--- src/design/a85_pkg.sv ---
// types and constants of the ascii85 encoder
package a85_pkg;

  typedef struct packed {
    logic [7:0] data_byte;
    logic       last_byte;
  } a85_in_t;

  typedef struct packed {
    logic [6:0] out_char;
    logic       out_last;
  } a85_out_t;

  typedef struct packed {
    logic       open_delim;
    logic       conv;
    logic       zero_grp;
    logic [2:0] ndig;
    logic       close_delim;
    logic       last;
  } a85_ctrl_t;

  typedef struct packed {
    logic [31:0]     v;
    logic [3:0][6:0] rem;
    a85_ctrl_t       ctrl;
  } a85_stage_t;

  localparam logic [31:0] A85Base     = 32'd85;
  localparam logic [31:0] A85DivMagic = 32'hC0C0C0C1;
  localparam int unsigned A85DivShift = 38;
  localparam logic [6:0]  A85Offset   = 7'd33;

  localparam logic [6:0]  A85ChZero   = 7'h7A;
  localparam logic [6:0]  A85ChLt     = 7'h3C;
  localparam logic [6:0]  A85ChTilde  = 7'h7E;
  localparam logic [6:0]  A85ChGt     = 7'h3E;

  localparam logic        A85RegAddDelim = 1'b0;

endpackage

--- src/design/a85_emitter.sv ---
// steps through the characters of one converted request, one per cycle while the output is not stalled
module a85_emitter
  import a85_pkg::*;
(
  input  logic       clk_i,
  input  logic       rst_ni,
  input  logic       job_valid_i,
  output logic       job_ready_o,
  input  a85_stage_t job_data_i,
  output logic       out_valid_o,
  input  logic       out_ready_i,
  output a85_out_t   out_data_o
);

  logic       job_valid_q;
  a85_stage_t job_q;
  logic [3:0] idx_q;
  logic       out_valid_q;
  a85_out_t   out_q;

  logic [3:0] open_cnt;
  logic [3:0] body_cnt;
  logic [3:0] close_cnt;
  logic [3:0] total;
  logic [3:0] j;
  logic [3:0] k;
  logic [6:0] digit;
  logic [6:0] ch;
  logic       last_char;
  logic       out_free;
  logic       emit;

  always_comb begin
    open_cnt  = job_q.ctrl.open_delim ? 4'd2 : 4'd0;
    close_cnt = job_q.ctrl.close_delim ? 4'd2 : 4'd0;
    if (!job_q.ctrl.conv) begin
      body_cnt = 4'd0;
    end else if (job_q.ctrl.zero_grp) begin
      body_cnt = 4'd1;
    end else begin
      body_cnt = {1'b0, job_q.ctrl.ndig};
    end
    total     = open_cnt + body_cnt + close_cnt;
    last_char = (idx_q == total - 4'd1);
    j         = idx_q - open_cnt;
    k         = j - body_cnt;

    // most significant digit is the final quotient
    case (j)
      4'd0:    digit = job_q.v[6:0];
      4'd1:    digit = job_q.rem[3];
      4'd2:    digit = job_q.rem[2];
      4'd3:    digit = job_q.rem[1];
      default: digit = job_q.rem[0];
    endcase

    if (idx_q < open_cnt) begin
      ch = (idx_q == 4'd0) ? A85ChLt : A85ChTilde;
    end else if (j < body_cnt) begin
      ch = job_q.ctrl.zero_grp ? A85ChZero : digit + A85Offset;
    end else begin
      ch = (k == 4'd0) ? A85ChTilde : A85ChGt;
    end
  end

  assign out_free    = !out_valid_q || out_ready_i;
  assign emit        = job_valid_q && out_free;
  assign job_ready_o = !job_valid_q || (emit && last_char);
  assign out_valid_o = out_valid_q;
  assign out_data_o  = out_q;

  always_ff @(posedge clk_i or negedge rst_ni) begin
    if (!rst_ni) begin
      job_valid_q <= 1'b0;
      idx_q       <= 4'd0;
      out_valid_q <= 1'b0;
    end else begin
      if (job_ready_o) begin
        job_valid_q <= job_valid_i;
        idx_q       <= 4'd0;
      end else if (emit) begin
        idx_q <= idx_q + 4'd1;
      end
      if (out_free) begin
        out_valid_q <= emit;
      end
    end
  end

  always_ff @(posedge clk_i) begin
    if (job_ready_o && job_valid_i) begin
      job_q <= job_data_i;
    end
    if (emit) begin
      out_q.out_char <= ch;
      out_q.out_last <= job_q.ctrl.last && last_char;
    end
  end

endmodule

--- config.mk ---
export PLATFORM = sky130hd
export DESIGN_NAME = a85_emitter
export DESIGN_NICKNAME = d
export VERILOG_FILES = /design/src/design/a85_pkg.sv /design/src/design/a85_emitter.sv
export SDC_FILE = /design/constraint.sdc
export NUM_CORES = 1
export LEC_CHECK = 0
export ABC_AREA = 1
export BUFFER_PORTS_ARGS = -buffer_cell sky130_fd_sc_hd__buf_2
export CORE_MARGIN = 2
export CORE_UTILIZATION = 50
export CTS_BUF_LIST = sky130_fd_sc_hd__clkbuf_2
export CTS_CLUSTER_DIAMETER = 120
export CTS_CLUSTER_SIZE = 24
export DETAILED_ROUTE_END_ITERATION = 12
export GPL_TIMING_DRIVEN = 0
export HOLD_SLACK_MARGIN = 0.05
export PLACE_DENSITY = 0.89
export SYNTH_ARGS = -nofsm -noshare
export SYNTH_HDL_FRONTEND = slang
export SYNTH_SLANG_ARGS = --single-unit
--- constraint.sdc ---
create_clock -name clk_i -period 5.7 [get_ports clk_i]
set_input_delay 0 -clock clk_i [delete_from_list [all_inputs] [get_ports clk_i]]
set_output_delay 0 -clock clk_i [all_outputs]
set_load 0.02 [all_outputs]
==> results.rst, run 1 <==
.. list-table::
   :header-rows: 1

   * - Metric
     - Value
   * - Number of flops mapped to enable cells by yosys
     - slightly above 50
   * - Number of setup buffers added after CTS
     - 0
   * - Drc violations
     - 0
   * - Floorplan row count
     - 27
   * - Height of the die
     - between 70 and 80 um
   * - Post-synthesis sequential area ratio
     - 0.5984
   * - Critical setup path kind
     - reg2reg
   * - Detail-routed via count per cell
     - 4.982
   * - Fraction of power spent switching nets
     - 0.4440
   * - Switching component of the power
     - 0.0007571 W
   * - Cell type with the largest total area after synthesis
     - sky130_fd_sc_hd__edfxtp_1
   * - Detailed-route via count
     - 2,182
   * - Worst Hold Class
     - in2reg
   * - Buffer levels on the longest clock path
     - 2
   * - Number of buffers inserted by port buffering
     - between 50 and 60
   * - Wire length of the first global-routing pass
     - 10,300 um
   * - Number of synthesized register bits
     - 57
   * - Total wire length after detailed routing
     - 6126 um
   * - Peak VDD IR
     - 0.2859 mV
   * - Final period utilization
     - 0.5205
   * - Share of layout cells above drive strength 1
     - 0.2678
   * - CTS Sinks
     - 57
   * - Max_cap viols
     - 0
   * - Seq pwr share
     - 0.349
   * - RSZ-0062 raised after global routing
     - no
   * - Area share of the largest cell type after synthesis
     - 0.5450
   * - Core ar.
     - 5473 um2
   * - Count of synthesis-stage warnings from yosys
     - 0
   * - Area grow syn2layout
     - 34.28%
   * - Nets in the synthesized netlist
     - 330
   * - Kind of end point of the critical path
     - flop
   * - Transition time of the tightest slew-check pin
     - 876.0 ps
   * - End of the worst register-to-register path
     - job_q[9]$_DFFE_PP_
   * - Number of levels the H-tree was split into
     - 3
   * - Power Internal
     - 0.0009482 W
   * - Worst skew pair latency
     - 490 ps
   * - Critical register-to-register path startpoint
     - job_q[5]$_DFFE_PP_
   * - Type of element launching the critical path
     - flop
   * - CTS tree
     - built
   * - Capture point of the critical path
     - job_q[9]$_DFFE_PP_
   * - Via count of the first global-routing pass
     - 2,289
   * - Combinational power share
     - 0.531
   * - Critical-path maximum fanout
     - 38
   * - # nets final
     - 446
   * - Clock network fraction of design power
     - 0.120
   * - Post-Synthesis Cells
     - 245
   * - Min Clock Period, post-route
     - approximately 3000 ps
   * - Number of hold violations in the final report
     - 0
   * - Leftover overflow at the end of global routing
     - 0
   * - Worst endpoint data arrival time
     - roughly 3200 ps
   * - Outcome
     - finished clean
   * - Initial antenna violation count
     - 0
   * - Setup Viol. Count Final
     - 0
   * - Critical Path Source
     - job_q[5]$_DFFE_PP_
   * - Setup Skew
     - 29.46 ps
   * - Leakage power
     - about 1.6 nW
   * - Root buffer cell
     - sky130_fd_sc_hd__clkbuf_2
   * - Die area
     - 6236 um2
   * - Post-synthesis average cell area
     - 11.47 um2
   * - Clock transition at the registers of the reported paths
     - 170 ps
   * - Overall routing resource usage
     - 0.2213
   * - Starting density of the core
     - 0.5135
   * - Largest cells by area after synthesis
     - sky130_fd_sc_hd__edfxtp_1, sky130_fd_sc_hd__dfrtp_1, sky130_fd_sc_hd__nand2_1, sky130_fd_sc_hd__ha_1, sky130_fd_sc_hd__nand3_1
   * - Cell variety after synth
     - 36
   * - Top-count cell post-synth
     - sky130_fd_sc_hd__edfxtp_1
   * - Worst max-slew margin expressed relative to the limit
     - 0.4139
   * - List of most frequent post-synthesis cells
     - sky130_fd_sc_hd__edfxtp_1, sky130_fd_sc_hd__nand2_1, sky130_fd_sc_hd__inv_1, sky130_fd_sc_hd__nand3_1, sky130_fd_sc_hd__nor2_1
   * - Number of antenna-violating nets in the routed design
     - 0
   * - P per Cell Area
     - 451.9 nW/um2
   * - Width of the chip
     - 78.97 um
   * - Async SR Flop Fraction
     - 0.1053
   * - Reg2Reg Setup Slack
     - between 2000 and 3000 ps
   * - Netlist area before placement
     - roughly 2800 um2
   * - Core occupancy in the finished layout
     - 0.6895
   * - Inserted Clock Buffers
     - 9
   * - IO Pins
     - 82
   * - Final Max Slew Viols
     - 0
   * - Average wire length per cell after detail routing
     - around 14 um
   * - Setup_tns
     - 0 ps
   * - Detailed placer's ending HPWL
     - between 3000 and 4000 um
   * - Main flop type after synthesis
     - sky130_fd_sc_hd__edfxtp_1
   * - Upper clock frequency limit
     - between 300 and 400 MHz
   * - Required arrival time at the worst endpoint
     - 5880 ps
   * - Depth of the worst register-to-register path
     - 11
   * - Final weighted congestion in routability-driven placement
     - between 0.8 and 0.9
   * - Drt pass-1 iters
     - 4
   * - Number of diodes added for antenna fixing
     - 0
   * - DR iter-0 viols
     - 101
   * - Pin count of the biggest net entering global routing
     - 39
-- how the worst min path moves through the flow --
stage | from | endpoint | slack, ps | depth (start not counted)
floorplan | rst_ni | idx_q[0]$_DFFE_PN0P_ | -300 | 0
global placement | rst_ni | out_valid_o$_DFFE_PN0P_ | -170 | 1
detailed placement | rst_ni | job_valid_q$_DFFE_PN0N_ | -170 | 1
CTS | job_data_i[24] | job_q[24]$_DFFE_PP_ | 180 | 2
global route | job_data_i[31] | job_q[31]$_DFFE_PP_ | 170 | 2
finish | job_data_i[17] | job_q[17]$_DFFE_PP_ | 210 | 2
-- worst max-delay path: stages, from the launching register on --
cell,delay [ps]
sky130_fd_sc_hd__edfxtp_1,500
sky130_fd_sc_hd__o21ai_1,350
sky130_fd_sc_hd__inv_1,130
sky130_fd_sc_hd__ha_1,310
sky130_fd_sc_hd__nand2_1,50
sky130_fd_sc_hd__o21ai_1,170
sky130_fd_sc_hd__xor2_1,180
sky130_fd_sc_hd__nand4_2,170
sky130_fd_sc_hd__o21ai_4,240
sky130_fd_sc_hd__inv_2,70
sky130_fd_sc_hd__nor2_4,210
sky130_fd_sc_hd__buf_12,250
-- per-stage QoR --
step | instances | setup slack, ps | cell area (um2) | hold WS, ps | total power (W)
final | 438 | 2733 | 3774 | 211.2 | 0.001705
after global routing | 438 | 2543 | 3774 | 171.9 | 0.001839
after CTS | 438 | 2753 | 3774 | 182.2 | 0.001700
after detailed placement | 374 | 2780 | 3208 | -169.9 | 0.001469
after global placement | 373 | 853.2 | 3181 | -172.0 | 0.001427
after floorplan | 245 | 1504 | 2810 | -295.6 | 0.001275
-- registers in the layout (all words and copies together), names as in the netlist --
register / count
job_q: 43
out_data_o: 8
idx_q: 4
job_valid_q: 1
out_valid_o: 1
-- logic make-up after synthesis --
family                     after synthesis  synth area share
adders and majority gates               13           0.06322
buffers and inverters                   36           0.05743
AOI/OAI and AO/OA                       19           0.04185
and+or+nand+nor                        111            0.2110
DFF                                     57            0.5984
xor gates and xnor gates                 9           0.02805
-- timing repair --
item	in CTS	in global routing
hold buffers	48	0
resized for setup	0	0
hold endpoints to repair	60	0
-- cell usage in the layout (no fill, tap or decap), types with 2 or more instances in the layout --
cell type and instances:
sky130_fd_sc_hd__a21oi_1 9, sky130_fd_sc_hd__or2_0 2, sky130_fd_sc_hd__edfxtp_1 51, sky130_fd_sc_hd__clkinv_1 3, sky130_fd_sc_hd__nand2_1 38, sky130_fd_sc_hd__nor2_1 13, sky130_fd_sc_hd__ha_1 11, sky130_fd_sc_hd__nand2_4 3
sky130_fd_sc_hd__inv_1 28, sky130_fd_sc_hd__buf_2 56, sky130_fd_sc_hd__dfrtp_1 6, sky130_fd_sc_hd__nand3_1 27, sky130_fd_sc_hd__fa_1 2, sky130_fd_sc_hd__inv_2 3, sky130_fd_sc_hd__nand2_2 4, sky130_fd_sc_hd__dlygate4sd3_1 48
sky130_fd_sc_hd__nor2_4 5, sky130_fd_sc_hd__clkbuf_2 10, sky130_fd_sc_hd__o21ai_0 3, sky130_fd_sc_hd__o21ai_1 2, sky130_fd_sc_hd__xor2_1 9, sky130_fd_sc_hd__nand4_1 10, sky130_fd_sc_hd__or2_1 2, sky130_fd_sc_hd__clkinvlp_4 3
-- layout make-up --
class,count,area [um2]
clock inverter,6,35.03
fill,414,1699
clock buffer,10,50.05
inverter,33,128.9
tap,72,90.09
timing repair buffer,105,780.7
sequential,57,1682
buffer,3,32.53
multi-input combinational,152,974.7
-- power groups by stage --
stage | Sequential [W] | Combinational, W | Clock [W]
6_report | 0.000595 | 0.000906 | 0.000205
4_1_cts | 0.000593 | 0.000901 | 0.000206
2_1_floorplan | 0.000619 | 0.000656 | 0
5_1_grt | 0.000602 | 0.00101 | 0.000230
3_5_place_dp | 0.000603 | 0.000866 | 0
3_3_place_gp | 0.000606 | 0.000822 | 0
-- per-layer routing --
metal / GRT usage / up-vias / part of all wire
met4: 0.1241 / 0 / 0.022
met1: 0.2492 / 1018 / 0.40
met2: 0.3839 / 80 / 0.52
li1: - / 1071 / -
met3: 0.05341 / 13 / 0.056
met5: 0 / - / 0
Note: power is estimated with default switching activity, not from simulation.
==> run 2, diff against run 1 <==
--- a/config.mk
+++ b/config.mk
@@ -5,7 +5,7 @@
 export SDC_FILE = /design/constraint.sdc
 export NUM_CORES = 1
 export LEC_CHECK = 0
-export ABC_AREA = 1
+export ABC_AREA = 0
 export BUFFER_PORTS_ARGS = -buffer_cell sky130_fd_sc_hd__buf_2
 export CORE_MARGIN = 2
 export CORE_UTILIZATION = 50
@@ -15,7 +15,7 @@
 export DETAILED_ROUTE_END_ITERATION = 12
 export GPL_TIMING_DRIVEN = 0
 export HOLD_SLACK_MARGIN = 0.05
-export PLACE_DENSITY = 0.89
+export PLACE_DENSITY = 0.9
 export SYNTH_ARGS = -nofsm -noshare
 export SYNTH_HDL_FRONTEND = slang
 export SYNTH_SLANG_ARGS = --single-unit
==> constraint.sdc (replaced) <==
create_clock -name clk_i -period 3.05 [get_ports clk_i]
set_input_delay 0 -clock clk_i [delete_from_list [all_inputs] [get_ports clk_i]]
set_output_delay 0 -clock clk_i [all_outputs]
set_load 0.02 [all_outputs]
==> run 2 against run 1 <==
Net effect: power increased by 69%; non-clock buffer count increased by 8; clock skew decreased by 6.4 ps; critical path type unchanged; largest cell class unchanged; highest routed layer unchanged.
==> results.rst, run 2 <==
.. list-table::
   :header-rows: 1

   * - Metric
     - Value
   * - Buffer levels on the longest clock path
     - 2 (unchanged)
   * - List of most frequent post-synthesis cells
     - sky130_fd_sc_hd__edfxtp_1, sky130_fd_sc_hd__inv_1, sky130_fd_sc_hd__nand2_1, sky130_fd_sc_hd__ha_1, sky130_fd_sc_hd__a21oi_1
   * - Number of buffers inserted by port buffering
     - 56 (unchanged)
   * - Number of levels the H-tree was split into
     - 3 (unchanged)
   * - Worst endpoint data arrival time
     - 3330 ps (+180 ps)
   * - Worst-case setup slack after placement
     - -231.2 ps (-3011 ps)
   * - Required arrival time at the worst endpoint
     - 3350 ps (-2530 ps)
   * - Setup Skew
     - 23.07 ps (-6.387 ps)
   * - Combinational power share
     - 0.428 (-0.103)
   * - Total wire length after detailed routing
     - 6648 um (+8.5%)
   * - Worst max-slew margin expressed relative to the limit
     - 0.5112 (+0.09735)
   * - Area of combinational cells with multiple inputs
     - 1041 um2 (+6.8%)
   * - Worst path setup slack after routing
     - 14.64 ps (-2719 ps)
   * - Number of antenna-violating nets in the routed design
     - 0 (unchanged)
   * - Number of hold violations in the final report
     - 0 (unchanged)
   * - Register area
     - 1682 um2 (unchanged)
   * - Commonest cells after routing, fill and taps aside
     - sky130_fd_sc_hd__buf_2, sky130_fd_sc_hd__edfxtp_1, sky130_fd_sc_hd__dlygate4sd3_1
   * - Final Max Slew Viols
     - 0 (unchanged)
   * - Post-synthesis average cell area
     - 14.33 um2 (+25%)
   * - # nets final
     - 400 (-10%)
   * - Top-count cell post-synth
     - sky130_fd_sc_hd__edfxtp_1
   * - Critical Path Source
     - job_q[7]$_DFFE_PP_
   * - Post-Synthesis Cells
     - 190 (-22%)
   * - Average wire length per cell after detail routing
     - 17.05 um (+22%)
   * - Netlist area before placement
     - 2723 um2 (-3.1%)
   * - Overall routing resource usage
     - 0.2198 (-0.001510)
   * - Post-synthesis sequential area ratio
     - 0.6176 (+0.01925)
   * - Upper clock frequency limit
     - 329.5 MHz (-2.3%)
   * - RSZ-0062 raised after global routing
     - yes
   * - Final period utilization
     - 0.9952 (+0.4747)
   * - Source of the worst hold timing path
     - job_data_i[39]
   * - Critical register-to-register path startpoint
     - job_q[7]$_DFFE_PP_
   * - Number of diodes added for antenna fixing
     - 0 (unchanged)
   * - Clock transition at the registers of the reported paths
     - 170 ps (about the same)
   * - Root buffer cell
     - sky130_fd_sc_hd__clkbuf_2
   * - Number of synthesized register bits
     - 57 (unchanged)
   * - Leftover overflow at the end of global routing
     - 0 (unchanged)
   * - Critical-path maximum fanout
     - 7 (-82%)
   * - Core ar.
     - 5172 um2 (-5.5%)
   * - Final weighted congestion in routability-driven placement
     - 0.8673 (+0.16%)
   * - Clock network fraction of design power
     - 0.221 (+0.101)
   * - P per Cell Area
     - 744.1 nW/um2 (+65%)
   * - Peak VDD IR
     - 0.4338 mV (+52%)
   * - Min Clock Period, post-route
     - 3035 ps (+68.66 ps)
   * - Via count of the first global-routing pass
     - 2,089 (-8.7%)
   * - DR iter-0 viols
     - 181 (+79%)
   * - Setup Viol. Count Final
     - 0 (unchanged)
   * - Area share of the largest cell type after synthesis
     - 0.5625 (+0.01753)
   * - Type of element launching the critical path
     - flop
   * - Drt pass-1 iters
     - 5 (+1)
   * - Outcome
     - finished clean
   * - Height of the die
     - 77.79 um (-1.5%)
   * - IO Pins
     - 82 (unchanged)
   * - Die area
     - 6051 um2 (-3.0%)
   * - Total Power Consumption
     - 0.002886 W (+69%)
   * - Most common cell after layout, fill and taps aside
     - sky130_fd_sc_hd__buf_2
   * - Share of layout cells above drive strength 1
     - 0.3219 (+0.05412)
   * - Worst skew pair latency
     - 480 ps (about the same)
   * - Inserted Clock Buffers
     - 9 (unchanged)
   * - Power Internal
     - 0.001899 W (+100%)
   * - Fraction of power spent switching nets
     - 0.3422 (-0.1018)
   * - Cell variety after synth
     - 39 (+8.3%)
   * - Largest cells by area after synthesis
     - sky130_fd_sc_hd__edfxtp_1, sky130_fd_sc_hd__mux4_1, sky130_fd_sc_hd__dfrtp_1, sky130_fd_sc_hd__ha_1, sky130_fd_sc_hd__xnor2_1
   * - Reg2Reg Setup Slack
     - 10 ps (-2720 ps)
   * - Seq pwr share
     - 0.351 (+0.002)
   * - Main flop type after synthesis
     - sky130_fd_sc_hd__edfxtp_1
   * - Number of flops mapped to enable cells by yosys
     - 51 (unchanged)
   * - Initial antenna violation count
     - 0 (unchanged)
   * - Async SR Flop Fraction
     - 0.1053 (unchanged)
   * - Cell type with the largest total area after synthesis
     - sky130_fd_sc_hd__edfxtp_1
   * - Detailed-route via count
     - 2,039 (-6.6%)
   * - Critical setup path kind
     - reg2reg
   * - Switching component of the power
     - 0.0009877 W (+30%)
   * - Number of filler cells placed in the layout
     - 292 (-29%)
   * - Kind of end point of the critical path
     - flop
   * - Detail-routed via count per cell
     - 5.228 (+4.9%)
   * - Largest register by flop count
     - job_q
   * - Starting density of the core
     - 0.5264 (+0.01288)
   * - Drc violations
     - 0 (unchanged)
   * - Width of the chip
     - 77.79 um (-1.5%)
   * - Leakage power
     - 1.570 nW (-0.71%)
   * - Nets in the synthesized netlist
     - 275 (-17%)
   * - Max_cap viols
     - 0 (unchanged)
   * - Pin count of the biggest net entering global routing
     - 23 (-41%)
   * - Count of synthesis-stage warnings from yosys
     - 0 (unchanged)
   * - Transition time of the tightest slew-check pin
     - 731.6 ps (-144.4 ps)
   * - Wire length of the first global-routing pass
     - 9818 um (-4.7%)
   * - Floorplan row count
     - 26 (-3.7%)
   * - Worst Hold Class
     - in2reg
   * - Max FFs per register
     - 43 (unchanged)
   * - CTS Sinks
     - 57 (unchanged)
   * - Detailed placer's ending HPWL
     - 3415 um (-9.4%)
   * - CTS tree
     - built
   * - Area grow syn2layout
     - 42.46%
==> run 2: cell type report <==
type                            count  area share
Buffer                              3    0.005161
Timing Repair Buffer              113      0.2139
Multi-Input combinational cell    115      0.2684
Tap cell                           70     0.02258
Sequential cell                    57      0.4335
Inverter                           16     0.01548
Clock buffer                       11     0.01419
Clock inverter                      5     0.02677
==> run 2: power by group through the flow <==
stage / Clock [W] / Combinational (W) / Sequential, W
finish: 0.000639 / 0.00123 / 0.00101
global route: 0.000681 / 0.00133 / 0.00102
floorplan: 0 / 0.000735 / 0.00105
detailed placement: 0 / 0.000963 / 0.00103
CTS: 0.000638 / 0.00105 / 0.00101
global placement: 0 / 0.000930 / 0.00103
==> run 2: cells by family after synthesis <==
logic type	Yosys count	share of synthesized area
compound gates	26	0.06066
xor+xnor	13	0.04458
fa+ha+maj	13	0.06526
buf+inv	20	0.03355
flops	57	0.6176
mux	10	0.07721
simple gates	51	0.1011
==> run 2: worst max-delay path, stage by stage, from the launching register on <==
cell	delay (ps)
sky130_fd_sc_hd__edfxtp_1	440
sky130_fd_sc_hd__buf_6	140
sky130_fd_sc_hd__ha_4	320
sky130_fd_sc_hd__mux4_2	530
sky130_fd_sc_hd__and3_4	210
sky130_fd_sc_hd__a21o_1	200
sky130_fd_sc_hd__ha_4	190
sky130_fd_sc_hd__nand4_1	100
sky130_fd_sc_hd__nand2b_1	90
sky130_fd_sc_hd__a21oi_2	150
sky130_fd_sc_hd__o21ai_2	70
sky130_fd_sc_hd__xor2_1	170
sky130_fd_sc_hd__a221oi_2	240
==> run 2: final timing paths <==
check	endpoint	cells past startpoint
min in group asynchronous	idx_q[2]$_DFFE_PN0P_	3
max in group asynchronous	idx_q[0]$_DFFE_PN0P_	3
hold / removal	job_q[39]$_DFFE_PP_	2
hold reg to reg	out_valid_o$_DFFE_PN0P_	1
setup reg to reg	out_data_o[7]$_DFFE_PP_	12
setup / recovery	out_data_o[7]$_DFFE_PP_	12
==> run 2: layer usage <==
metal / global-route usage / routed length (um) / vias to the layer above
met3: 0.05581 / 432 / 19
met2: 0.3966 / 3594 / 85
met1: 0.2427 / 2405 / 973
met4: 0.09643 / 216 / 0
li1: - / - / 962
met5: 0 / 0 / -
==> run 2: timing repair <==
action	4_1_cts	5_1_grt
cloned	1	1
gates resized for setup	4	8
endpoints found under the setup margin	44	45
pin swaps	2	7
buffers inserted	2	8
hold buffers	47	0
hold endpoints to repair	76	0
==> run 2: per-stage QoR <==
| stage | hold WS [ps] | utilization | TNS [ps] | cell area [um2] | std cells |
|---|---|---|---|---|---|
| 2_1_floorplan | -295.6 | - | 0 | 2730 | 190 |
| 3_3_place_gp | -173.8 | 0.5989 | -7675 | 3098 | 316 |
| 3_5_place_dp | -168.4 | 0.5989 | -10060 | 3098 | 316 |
| 4_1_cts | 188.5 | 0.7281 | -170.8 | 3766 | 381 |
| 5_1_grt | 174.0 | 0.7499 | -2818 | 3879 | 390 |
| 6_report | 212.1 | 0.7499 | 0 | 3879 | 390 |
